===== src/design/scrm_ram.sv =====
// Generic single-write, single-read RAM with a registered read port.
`timescale 1ns / 1ps
`default_nettype none
module scrm_ram #(
    parameter int WIDTH = 8,
    parameter int DEPTH = 16
) (
    input  wire                                         i_clk,
    input  wire                                         i_we,
    input  wire [((DEPTH > 1) ? $clog2(DEPTH) : 1)-1:0] i_waddr,
    input  wire [WIDTH-1:0]                             i_wdata,
    input  wire                                         i_re,
    input  wire [((DEPTH > 1) ? $clog2(DEPTH) : 1)-1:0] i_raddr,
    output logic [WIDTH-1:0]                            o_rdata
);
    logic [WIDTH-1:0] r_mem [DEPTH];

    always_ff @(posedge i_clk) begin
        if (i_we) begin
            r_mem[i_waddr] <= i_wdata;
        end
        if (i_re) begin
            o_rdata <= r_mem[i_raddr];
        end
    end
endmodule
`default_nettype wire

===== config.mk =====
export PLATFORM = sky130hd
export DESIGN_NAME = scrm_ram
export DESIGN_NICKNAME = d
export VERILOG_FILES = /design/src/design/scrm_ram.sv
export SDC_FILE = /design/constraint.sdc
export NUM_CORES = 1
export LEC_CHECK = 0
export BUFFER_PORTS_ARGS = -buffer_cell sky130_fd_sc_hd__buf_2
export CAP_MARGIN = 20
export CORE_ASPECT_RATIO = 0.7
export CORE_MARGIN = 4
export CORE_UTILIZATION = 57
export CTS_BUF_LIST = sky130_fd_sc_hd__clkbuf_16
export CTS_CLUSTER_SIZE = 25
export DETAILED_ROUTE_END_ITERATION = 10
export PLACE_DENSITY_LB_ADDON = 0.05
export SYNTH_ARGS = -nofsm -noshare
export SYNTH_HDL_FRONTEND = slang
export SYNTH_SLANG_ARGS = --single-unit
export TNS_END_PERCENT = 10

===== constraint.sdc =====
create_clock -name i_clk -period 3.3 [get_ports i_clk]
set_clock_uncertainty 0.2 [all_clocks]
set_input_delay 0.66 -clock i_clk [delete_from_list [all_inputs] [get_ports i_clk]]
set_output_delay 0.66 -clock i_clk [all_outputs]
set_load 0.05 [all_outputs]

## After elaboration in Yosys (flattened, before gate mapping)

Memories as Yosys holds them, arrays and structs flattened. A register that Yosys moved wholly into a read port is not among the register bits.
Cells that the tools add are included.

- Multiplexer cells: 2

Operators with widths:

| kind | number |
|---|---|
| $mux W1 | 2 |

- Input bits: 19
- Output and inout bits: 8
- Register bits: 0
- Logic and storage cells: 3
- Memories kept: 1
- Memory bits (writable): 128

Memories:

| memory | depth | width | read ports | clocked after Yosys merged registers in | write ports | RTL line | text |
|---|---|---|---|---|---|---|---|
| r_mem | 16 | 8 | 1 | 1 | 1 | 16 | `logic [WIDTH-1:0] r_mem [DEPTH];` |

## Longest topological paths before layout

Gate-level depths: netlist of run 1.

- Depth after elaboration: 2
- Gate-level depth with buffers: 5

## Worst setup path after synthesis of run 1

No wires, ideal clock.

- Path kind: input -> register
- Start: in i_waddr[2] (netlist bit)
- End: mem r_mem[0][0] (enable)
- Arrival: 1.770 ns
- Stages: 2
- Slack: 0.947 ns
- Buffers on the path: 0
- Cell sequence: or3b_2 -> nor3_1

RTL lines:

| element | RTL line | text |
|---|---|---|
| start: declaration | 10 | `input wire [((DEPTH > 1) ? $clog2(DEPTH) : 1)-1:0] i_waddr,` |
| end: declaration | 16 |  |

No word-level cell before the write port.

==> summary.md, run 1 <==
| Metric | Value |
|---|---|
| Syn Nets | 248 |
| Fillers | 566 |
| Most frequent cells in the layout | 136 x edfxtp_1, 26 x buf_2, 18 x mux4_2 |
| Arr. time, crit path | 2.15 ns |
| Initial DRC count | 236 |
| Total GRT Usage | 20.05% |
| Hold WS | 0.4076 ns |
| H-tree levels | 4 |
| Die Wd | 122.5 um |
| Vias | 2,398 |
| Number of remaining DRC errors | 0 |
| Aggregate routed wire length | 9546 um |
| CORE AREA | 8688 um2 |
| Drt first pass iters | 5 |
| Drt via density | 5.863 |
| DIE AREA | 10,790 um2 |
| Status | finished, final reports clean |
| Average size of a mapped cell | 22.83 um2 |
| Commonest non-fill, non-tap cell in the layout | edfxtp_1 |
| Crit. End Element | flop |
| Final worst-path cycle share | 66.38% |
| Post-synthesis cell area | 5228 um2 |
| Post-layout util | 70.13% |
| Final Wtd Congestion | 0.7310 |
| Pwr/cell area | 648.7 nW/um2 |
| Critical Path RT | 3.25 ns |
| Largest net degree at the start of global routing | 24 |
| Slew margin rel. | 47.18% |
| Number of flops mapped to enable cells by yosys | 136 |
| Critical-path maximum fanout | 23 |
| Post-Syn Instances | 229 |
| Worst Reg2Reg Path Length in Cells | 3 |
| Global-route wire length before repair | 14,660 um |
| Die Height | 88.13 um |
| Most area-hungry cell type in the Yosys netlist | edfxtp_1 |
| Site row count | 28 |
| Root buffer selected by CTS | clkbuf_16 |
| Yosys cell types | 18 |
| CTS max path bufs | 2 |
| Sequential-to-total area share from yosys stat | 78.12% |
| # IOs | 27 |
| CTS Buf Count | 17 |
| Worst Tran Pin Value | 0.7893 ns |
| Largest cells by area after synthesis | edfxtp_1 78%, mux4_2 7.8%, mux4_1 7.0% |
| CTS tree | built |
| Reg2Reg Setup Slack | 1.62 ns |
| # hold bufs at CTS | 0 |
| Top cell type's share of synthesized area | 78.12% |
| Kind of critical path | input pin to flop |
| Setup TNS | 0 ns |
| Grt ovf | 0 |
| Ant diodes | 0 |
| RSZ-0062 raised after global routing | false |
| Nets | 295 |
| Final Hold Vio Count | 0 |
| Final setup vio count | 0 |
| FMAX | 0.4565 GHz |
| Post-DRT Antenna Nets | 0 |
| Layout area overhead | 16.56% |
| Latest clock arrival within the worst-skew pair | 0.41 ns |
| # clock sinks | 136 |
| Vias in the first global route | 2,450 |
| VDD IR max | 0.0006271 V |
| Clk pin slew, worst setup/hold paths | 0.05 ns |
| Slew Limit Fails | 0 |
| Initial core utilization | 60.17% |
| Crit path launch | i_raddr[0] |
| Async SR Flop Fraction | 0% |
| Max Cap Viol | 0 |
| Layout cells sized above 1 | 28.37% |
| FF+latch count, synth | 136 |
| WL/cell | 23.34 um |
| Startpoint types | input pin |
| FF-to-FF End | o_rdata[4] |
| Antenna violations before repair | 0 |
| Leakage | 2.067 nW |
| Top FF cell, synth | edfxtp_1 |
| Post_cts resized | 0 |
| Critical path destination | o_rdata[4] |
| Port Buffers | 26 |
| Dpl hpwl | 6094 um |
| Setup Fix Bufs, Post-CTS | 0 |
| Min Tclk post-route | 2.191 ns |
| Reg-to-Reg Start | r_mem[7][4] |
| Min-delay worst type | input pin to flop |
| Yosys warns | 0 |
## synthesized netlist by cell type (2+ instances only)
| cell type | n |
|---|---|
| edfxtp_1 | 136 |
| mux4_2 | 18 |
| a22oi_1 | 16 |
| mux4_1 | 14 |
| nor2_1 | 13 |
| nand2_1 | 9 |
| nor3_1 | 4 |
| buf_2 | 3 |
| buf_6 | 3 |
| clkdlybuf4s25_2 | 3 |
| nand2b_1 | 2 |
| nand3b_1 | 2 |
## state kept, by name, indices dropped and copies added, names as in the netlist
name and flops:
r_mem 128, o_rdata 8
## cells by family after synthesis
logic type / count (synthesis) / share of synthesized area (%)
buf+inv: 10 / 1.651
mux: 32 / 14.79
compound gates: 16 / 2.298
flops: 136 / 78.12
simple gates: 35 / 3.136
## layer usage
metal  track usage (%)  part of all wire (%)
met1             29.95                    49
met2             28.32                    44
met3             6.456                   5.9
met4             7.012                  0.86
met5                 0                     0
## critical path, stage by stage
cell and delay, ns:
buf_2 0.31, buf_12 0.26, mux4_2 0.57, a22oi_1 0.25, nand2_1 0.09
## cell type report
type	instances	area (um2)	area share (%)
Sequential cell	136	4084	67.02
Multi-Input combinational cell	83	1057	17.35
Clock buffer	17	425.4	6.982
Timing Repair Buffer	38	232.7	3.819
Tap cell	120	150.1	2.464
Clock inverter	15	143.9	2.361
## through the flow
| stage | power (mW) | instances | instance area [um2] | worst slack [ns] |
|---|---|---|---|---|
| after global routing | 4.086 | 409 | 6093 | 0.9950 |
| after CTS | 3.977 | 409 | 6093 | 1.088 |
| after floorplan | 2.118 | 229 | 5228 | 0.9471 |
| final | 3.953 | 409 | 6093 | 1.109 |
| after detailed placement | 2.200 | 377 | 5524 | 0.6554 |
| after global placement | 2.196 | 377 | 5524 | 0.6702 |
## report_power, final
part           leakage [nW]  switching [mW]  internal, mW  total (mW)
clock                 0.290           0.631          1.16        1.79
sequential             1.24         0.00804          1.95        1.96
combinational         0.541           0.133        0.0731       0.206
total                  2.07           0.772          3.18        3.95
## worst min-delay path by stage
stage / start / cells after the start / endpoint / slack [ns]
5_1_grt: i_re / 1 / o_rdata[2] / 0.39
3_5_place_dp: r_mem[11][4] / 3 / o_rdata[4] / 0.55
6_report: i_re / 1 / o_rdata[4] / 0.41
3_3_place_gp: r_mem[8][4] / 3 / o_rdata[4] / 0.54
4_1_cts: i_re / 1 / o_rdata[2] / 0.40
2_1_floorplan: r_mem[7][0] / 3 / o_rdata[0] / 0.50
(Power assumes the default switching activity.)
==> inputs of run 2 (changes only) <==
--- a/config.mk
+++ b/config.mk
@@ -9,7 +9,7 @@
 export CAP_MARGIN = 20
 export CORE_ASPECT_RATIO = 0.7
 export CORE_MARGIN = 4
-export CORE_UTILIZATION = 57
+export CORE_UTILIZATION = 54
 export CTS_BUF_LIST = sky130_fd_sc_hd__clkbuf_16
 export CTS_CLUSTER_SIZE = 25
 export DETAILED_ROUTE_END_ITERATION = 10
==> constraint.sdc (replaced) <==
create_clock -name i_clk -period 1.93 [get_ports i_clk]
set_clock_uncertainty 0.2 [all_clocks]
set_input_delay 0.386 -clock i_clk [delete_from_list [all_inputs] [get_ports i_clk]]
set_output_delay 0.386 -clock i_clk [all_outputs]
set_load 0.05 [all_outputs]
==> summary.md, run 2 (synthesized netlist as in run 1, its figures left out) <==
| Metric | Value |
|---|---|
| CTS Buf Count | 17 (unchanged) |
| FMAX | 0.5590 GHz |
| Reg2Reg Setup Slack | 0.14 ns (-1.48 ns) |
| Drt first pass iters | 4 (-1) |
| Vias | 2,475 (+3.2%) |
| Slew margin rel. | 55.09% (+7.9 points) |
| Leakage | 2.123 nW (+2.7%) |
| Vias in the first global route | 2,451 (+0.041%) |
| Slew Limit Fails | 0 (unchanged) |
| Flop pwr share | 50.3% (+0.8 points) |
| Worst path bufs/invs | 0 (-2) |
| Min-delay worst type | input pin to flop |
| Area after DPL | 5649 um2 (+2.3%) |
| Initial DRC count | 240 (+1.7%) |
| Grt ovf | 0 (unchanged) |
| CTS tree | built |
| Met2 WL | 4378 um (+3.8%) |
| Commonest non-fill, non-tap cell in the layout | edfxtp_1 |
| Worst path top cell family by delay | multiplexers |
| Sw Share | 20.09% (+0.56 points) |
| Final Hold Vio Count | 0 (unchanged) |
| Comb power frac | 5.6% (+0.4 points) |
| CORE AREA | 9253 um2 (+6.5%) |
| CTS max path bufs | 2 (unchanged) |
| WL/cell | 23.75 um (+1.7%) |
| WL met1 | 4851 um (+3.6%) |
| Ant diodes | 0 (unchanged) |
| Kind of critical path | flop to flop |
| Crit. End Element | flop |
| # IOs | 27 (unchanged) |
| WL met3 | 823 um (+46%) |
| Final std cells w/o fill | 425 (+3.9%) |
| Root buffer selected by CTS | clkbuf_16 |
| Fillers | 617 (+9.0%) |
| Post-layout util | 66.95% (-3.2 points) |
| Die Wd | 125.6 um (+2.6%) |
| Largest net degree at the start of global routing | 21 (-13%) |
| Pre-CTS WS | -0.2742 ns (-0.9295 ns) |
| VDD IR max | 0.0007141 V (+14%) |
| Clock Power Share | 44.2% (-1.1 points) |
| RSZ-0062 raised after global routing | false |
| # clock sinks | 136 (unchanged) |
| Multi-input logic area | 1062 um2 (+0.47%) |
| Slowest cell on the critical path | mux4_1 |
| Pwr/cell area | 1075 nW/um2 (+66%) |
| Final setup vio count | 0 (unchanged) |
| Post_cts resized | 0 (unchanged) |
| Initial core utilization | 56.50% (-3.7 points) |
| Antenna violations before repair | 0 (unchanged) |
| Nets | 307 (+4.1%) |
| Port Buffers | 26 (unchanged) |
| Critical-path maximum fanout | 1 (-96%) |
| Site row count | 29 (+3.6%) |
| Max incr delay on CP | 0.55 ns (-0.02 ns) |
| Final worst-path cycle share | 92.69% |
| Register area | 4084 um2 (unchanged) |
| Design Area, Final | 6195 um2 (+1.7%) |
| Worst Tran Pin Value | 0.6723 ns (-0.1170 ns) |
| Layout area overhead | 18.50% |
| Arr. time, crit path | 1.73 ns (-0.42 ns) |
| Status | finished, final reports clean |
| Max reg flops | 128 (unchanged) |
| Global-route wire length before repair | 15,260 um (+4.0%) |
| Post-DRT Antenna Nets | 0 (unchanged) |
| P_int | 5.320 mW (+67%) |
| Largest Register | r_mem |
| DIE AREA | 11,340 um2 (+5.1%) |
| H-tree levels | 4 (unchanged) |
| Latest clock arrival within the worst-skew pair | 0.41 ns (about the same) |
| Max Cap Viol | 0 (unchanged) |
| Setup Fix Bufs, Post-CTS | 0 (unchanged) |
| Total GRT Usage | 19.02% (-1.0 points) |
| Layout cells sized above 1 | 31.23% (+2.9 points) |
| Drt via density | 5.824 (-0.67%) |
| Final Wtd Congestion | 0.7285 (-0.34%) |
| Worst-path cell chain | mux4_1, a22oi_1, nand2_1 |
| Startpoint types | flop |
| Number of remaining DRC errors | 0 (unchanged) |
| Setup TNS | 0 ns (unchanged) |
| Top sig layer | met4 |
| Clk pin slew, worst setup/hold paths | 0.06 ns (about the same) |
| Top Registers | r_mem: 128 flops, o_rdata: 8 flops |
| Net Switching | 1.338 mW (+73%) |
| Dpl hpwl | 6556 um (+7.6%) |
| Cells after DPL | 393 (+4.2%) |
| Final worst setup slack | 0.1411 ns (-0.9682 ns) |
| # hold bufs at CTS | 0 (unchanged) |
| Aggregate routed wire length | 10,090 um (+5.7%) |
| Critical Path RT | 1.87 ns (-1.38 ns) |
| Most frequent cells in the layout | 136 x edfxtp_1, 26 x buf_2, 21 x buf_4 |
| Min Tclk post-route | 1.789 ns |
| Die Height | 90.32 um (+2.5%) |
==> run 2: cell types whose count changed in the layout (fill, tap and decap cells not counted) <==
cell,before,now
buf_4,11,21
buf_12,1,3
clkinv_1,4,5
clkinv_2,4,3
nor3_1,4,3
nor3_2,0,1
bufinv_16,3,2
clkinvlp_4,1,2
==> run 2: final cells by class <==
cell class              instances  area share [%]
multi-input cells              83           17.15
well taps                     124           2.505
clock buffers                  17           6.867
repair buffers                 50           5.615
clock inverters                15           1.939
flip-flops and latches        136           65.93
==> run 2: final timing paths <==
kind,start,endpoint,cells after the start
hold / removal,i_re,o_rdata[0],1
setup reg to reg,r_mem[10][3],o_rdata[3],3
setup / recovery,r_mem[10][3],o_rdata[3],3
hold reg to reg,r_mem[4][2],o_rdata[2],3
==> run 2: power groups by stage <==
stage / combinational, mW / sequential [mW] / clock, mW
final: 0.372 / 3.35 / 2.94
after global routing: 0.398 / 3.35 / 3.14
after CTS: 0.377 / 3.35 / 2.99
after detailed placement: 0.376 / 3.40 / 0
after global placement: 0.373 / 3.40 / 0
after floorplan: 0.168 / 3.45 / 0
==> run 2: per-layer routing <==
layer	GRT usage (%)	up-vias
met5	0	-
met4	6.498	0
met3	6.265	8
met2	24.73	99
met1	30.16	1266
li1	-	1102
==> run 2: metrics by stage <==
| stage | hold WS (ns) | total power [mW] |
|---|---|---|
| after CTS | 0.1181 | 6.714 |
| after detailed placement | 0.5539 | 3.780 |
| after global routing | 0.1233 | 6.889 |
| after global placement | 0.5426 | 3.776 |
| final | 0.1379 | 6.657 |
| after floorplan | 0.2849 | 3.621 |
==> inputs of run 3 (changes only) <==
--- a/config.mk
+++ b/config.mk
@@ -8,7 +8,7 @@
 export BUFFER_PORTS_ARGS = -buffer_cell sky130_fd_sc_hd__buf_2
 export CAP_MARGIN = 20
 export CORE_ASPECT_RATIO = 0.7
-export CORE_MARGIN = 4
+export CORE_MARGIN = 1.5
 export CORE_UTILIZATION = 54
 export CTS_BUF_LIST = sky130_fd_sc_hd__clkbuf_16
 export CTS_CLUSTER_SIZE = 25
==> summary.md, run 3 (synthesized netlist as in run 1, its figures left out) <==
| Metric | Value |
|---|---|
| Status | finished, final reports clean |
| Layout cells sized above 1 | 32.34% (+1.1 points) |
| Slew margin rel. | 50.43% (-4.7 points) |
| FMAX | 0.5737 GHz (+2.6%) |
| Largest net degree at the start of global routing | 18 (-14%) |
| Final setup vio count | 0 (unchanged) |
| Leakage | 2.144 nW (+0.99%) |
| Area after DPL | 5672 um2 (+0.40%) |
| Die Height | 85.32 um (-5.5%) |
| Setup Fix Bufs, Post-CTS | 0 (unchanged) |
| Commonest non-fill, non-tap cell in the layout | edfxtp_1 |
| WL met3 | 844 um (+2.6%) |
| Top sig layer | met4 |
| FF-to-FF End | o_rdata[3] |
| Global-route wire length before repair | 15,150 um (-0.68%) |
| Vias in the first global route | 2,474 (+0.94%) |
| Number of remaining DRC errors | 0 (unchanged) |
| Aggregate routed wire length | 10,080 um (-0.13%) |
| CTS max path bufs | 2 (unchanged) |
| Fillers | 602 (-2.4%) |
| WL met1 | 4567 um (-5.9%) |
| Pre-CTS WS | -0.2410 ns (+0.03316 ns) |
| Arr. time, crit path | 1.69 ns (-0.04 ns) |
| Min Tclk post-route | 1.743 ns (-0.04578 ns) |
| Worst Reg2Reg Path Length in Cells | 3 (unchanged) |
| Port Buffers | 26 (unchanged) |
| Drt first pass iters | 5 (+1) |
| Total GRT Usage | 21.80% (+2.8 points) |
| Hold depth | 1 (unchanged) |
| CORE AREA | 9216 um2 (-0.39%) |
| Site row count | 29 (unchanged) |
| Die Wd | 120.6 um (-4.0%) |
| Critical-path maximum fanout | 17 (+16) |
| Grt ovf | 0 (unchanged) |
| Startpoint types | input pin |
| DIE AREA | 10,290 um2 (-9.3%) |
| Vias | 2,521 (+1.9%) |
| CTS Buf Count | 17 (unchanged) |
| Final std cells w/o fill | 427 (+0.47%) |
| Min-delay src | i_re |
| # hold bufs at CTS | 0 (unchanged) |
| Ant diodes | 0 (unchanged) |
| Final Wtd Congestion | 0.7250 (-0.48%) |
| Largest Register | r_mem |
| H-tree levels | 4 (unchanged) |
| Reg2Reg Setup Slack | 0.19 ns (+0.05 ns) |
| Hold WS | 0.1568 ns (+0.01894 ns) |
| Cells after DPL | 396 (+0.76%) |
| Top Registers | r_mem: 128 flops, o_rdata: 8 flops |
| Design Area, Final | 6216 um2 (+0.34%) |
| Antenna violations before repair | 0 (unchanged) |
| Layout area overhead | 18.91% |
| Drt via density | 5.904 (+1.4%) |
| Met2 WL | 4647 um (+6.1%) |
| Initial core utilization | 56.72% (+0.22 points) |
| VDD IR max | 0.0008385 V (+17%) |
| Final worst setup slack | 0.1869 ns (+0.04578 ns) |
| CTS tree | built |
| Most frequent cells in the layout | 136 x edfxtp_1, 26 x buf_2, 24 x buf_4 |
| Worst Tran Pin Value | 0.7421 ns (+0.06982 ns) |
| Pwr/cell area | 1071 nW/um2 (-0.33%) |
| Reg-to-Reg Start | r_mem[1][3] |
| Min-delay worst type | input pin to flop |
| Final worst-path cycle share | 90.32% (-2.4 points) |
| Dpl hpwl | 6483 um (-1.1%) |
| # IOs | 27 (unchanged) |
| Crit. End Element | flop |
| Nets | 310 (+0.98%) |
| Latest clock arrival within the worst-skew pair | 0.41 ns (about the same) |
| Max reg flops | 128 (unchanged) |
| Crit path launch | i_raddr[0] |
| Clk pin slew, worst setup/hold paths | 0.05 ns (about the same) |
| Hold path endpoint | o_rdata[1] |
| Final Hold Vio Count | 0 (unchanged) |
| RSZ-0062 raised after global routing | false |
| # clock sinks | 136 (unchanged) |
| Post_cts resized | 0 (unchanged) |
| Critical Path RT | 1.88 ns (about the same) |
| Initial DRC count | 303 (+26%) |
| WL/cell | 23.61 um (-0.60%) |
| Root buffer selected by CTS | clkbuf_16 |
| Kind of critical path | input pin to flop |
| Max Cap Viol | 0 (unchanged) |
| Slew Limit Fails | 0 (unchanged) |
| Post-DRT Antenna Nets | 0 (unchanged) |
| Post-layout util | 67.45% (+0.49 points) |
## run 3: changes by cell type in the layout (fill, tap and decap cells not counted)
cell | previous run | this run
clkinv_4 | 0 | 1
clkinvlp_4 | 2 | 1
clkinv_1 | 5 | 3
clkinv_2 | 3 | 4
buf_4 | 21 | 24
## run 3: layer usage
metal  vias up  track usage, %
li1       1103               -
met1      1299           33.53
met2       115           30.53
met3         4           6.586
met4         0           6.738
met5         -               0
## run 3: worst max-delay path by stage
stage,endpoint,slack (ns)
2_1_floorplan,o_rdata[1],0.06
3_3_place_gp,o_rdata[5],-0.21
3_5_place_dp,o_rdata[5],-0.24
4_1_cts,o_rdata[5],0.19
5_1_grt,o_rdata[5],0.12
6_report,o_rdata[5],0.19
## run 3: area by class of cell
class	count	area, um2	area share [%]
Clock inverter	14	118.9	1.912
Tap cell	124	155.1	2.496
Timing Repair Buffer	53	370.4	5.958
Sequential cell	136	4084	65.70
Multi-Input combinational cell	83	1062	17.09
Clock buffer	17	425.4	6.844
## run 3: where the power goes
part           switching (mW)  internal, mW  total [mW]
registers              0.0190          3.33        3.35
logic                   0.224         0.141       0.365
clock network            1.09          1.85        2.94
## run 3: worst max-delay path, stage by stage
cell	delay [ns]
buf_2	0.13
buf_12	0.18
buf_4	0.13
mux4_2	0.52
a22oi_1	0.23
nand2_1	0.09
## run 3: metrics by stage
step	setup TNS (ns)	total power [mW]
after global placement	-1.155	3.771
after global routing	0	6.849
after detailed placement	-1.251	3.778
final	0	6.658
after floorplan	0	3.621
after CTS	0	6.713
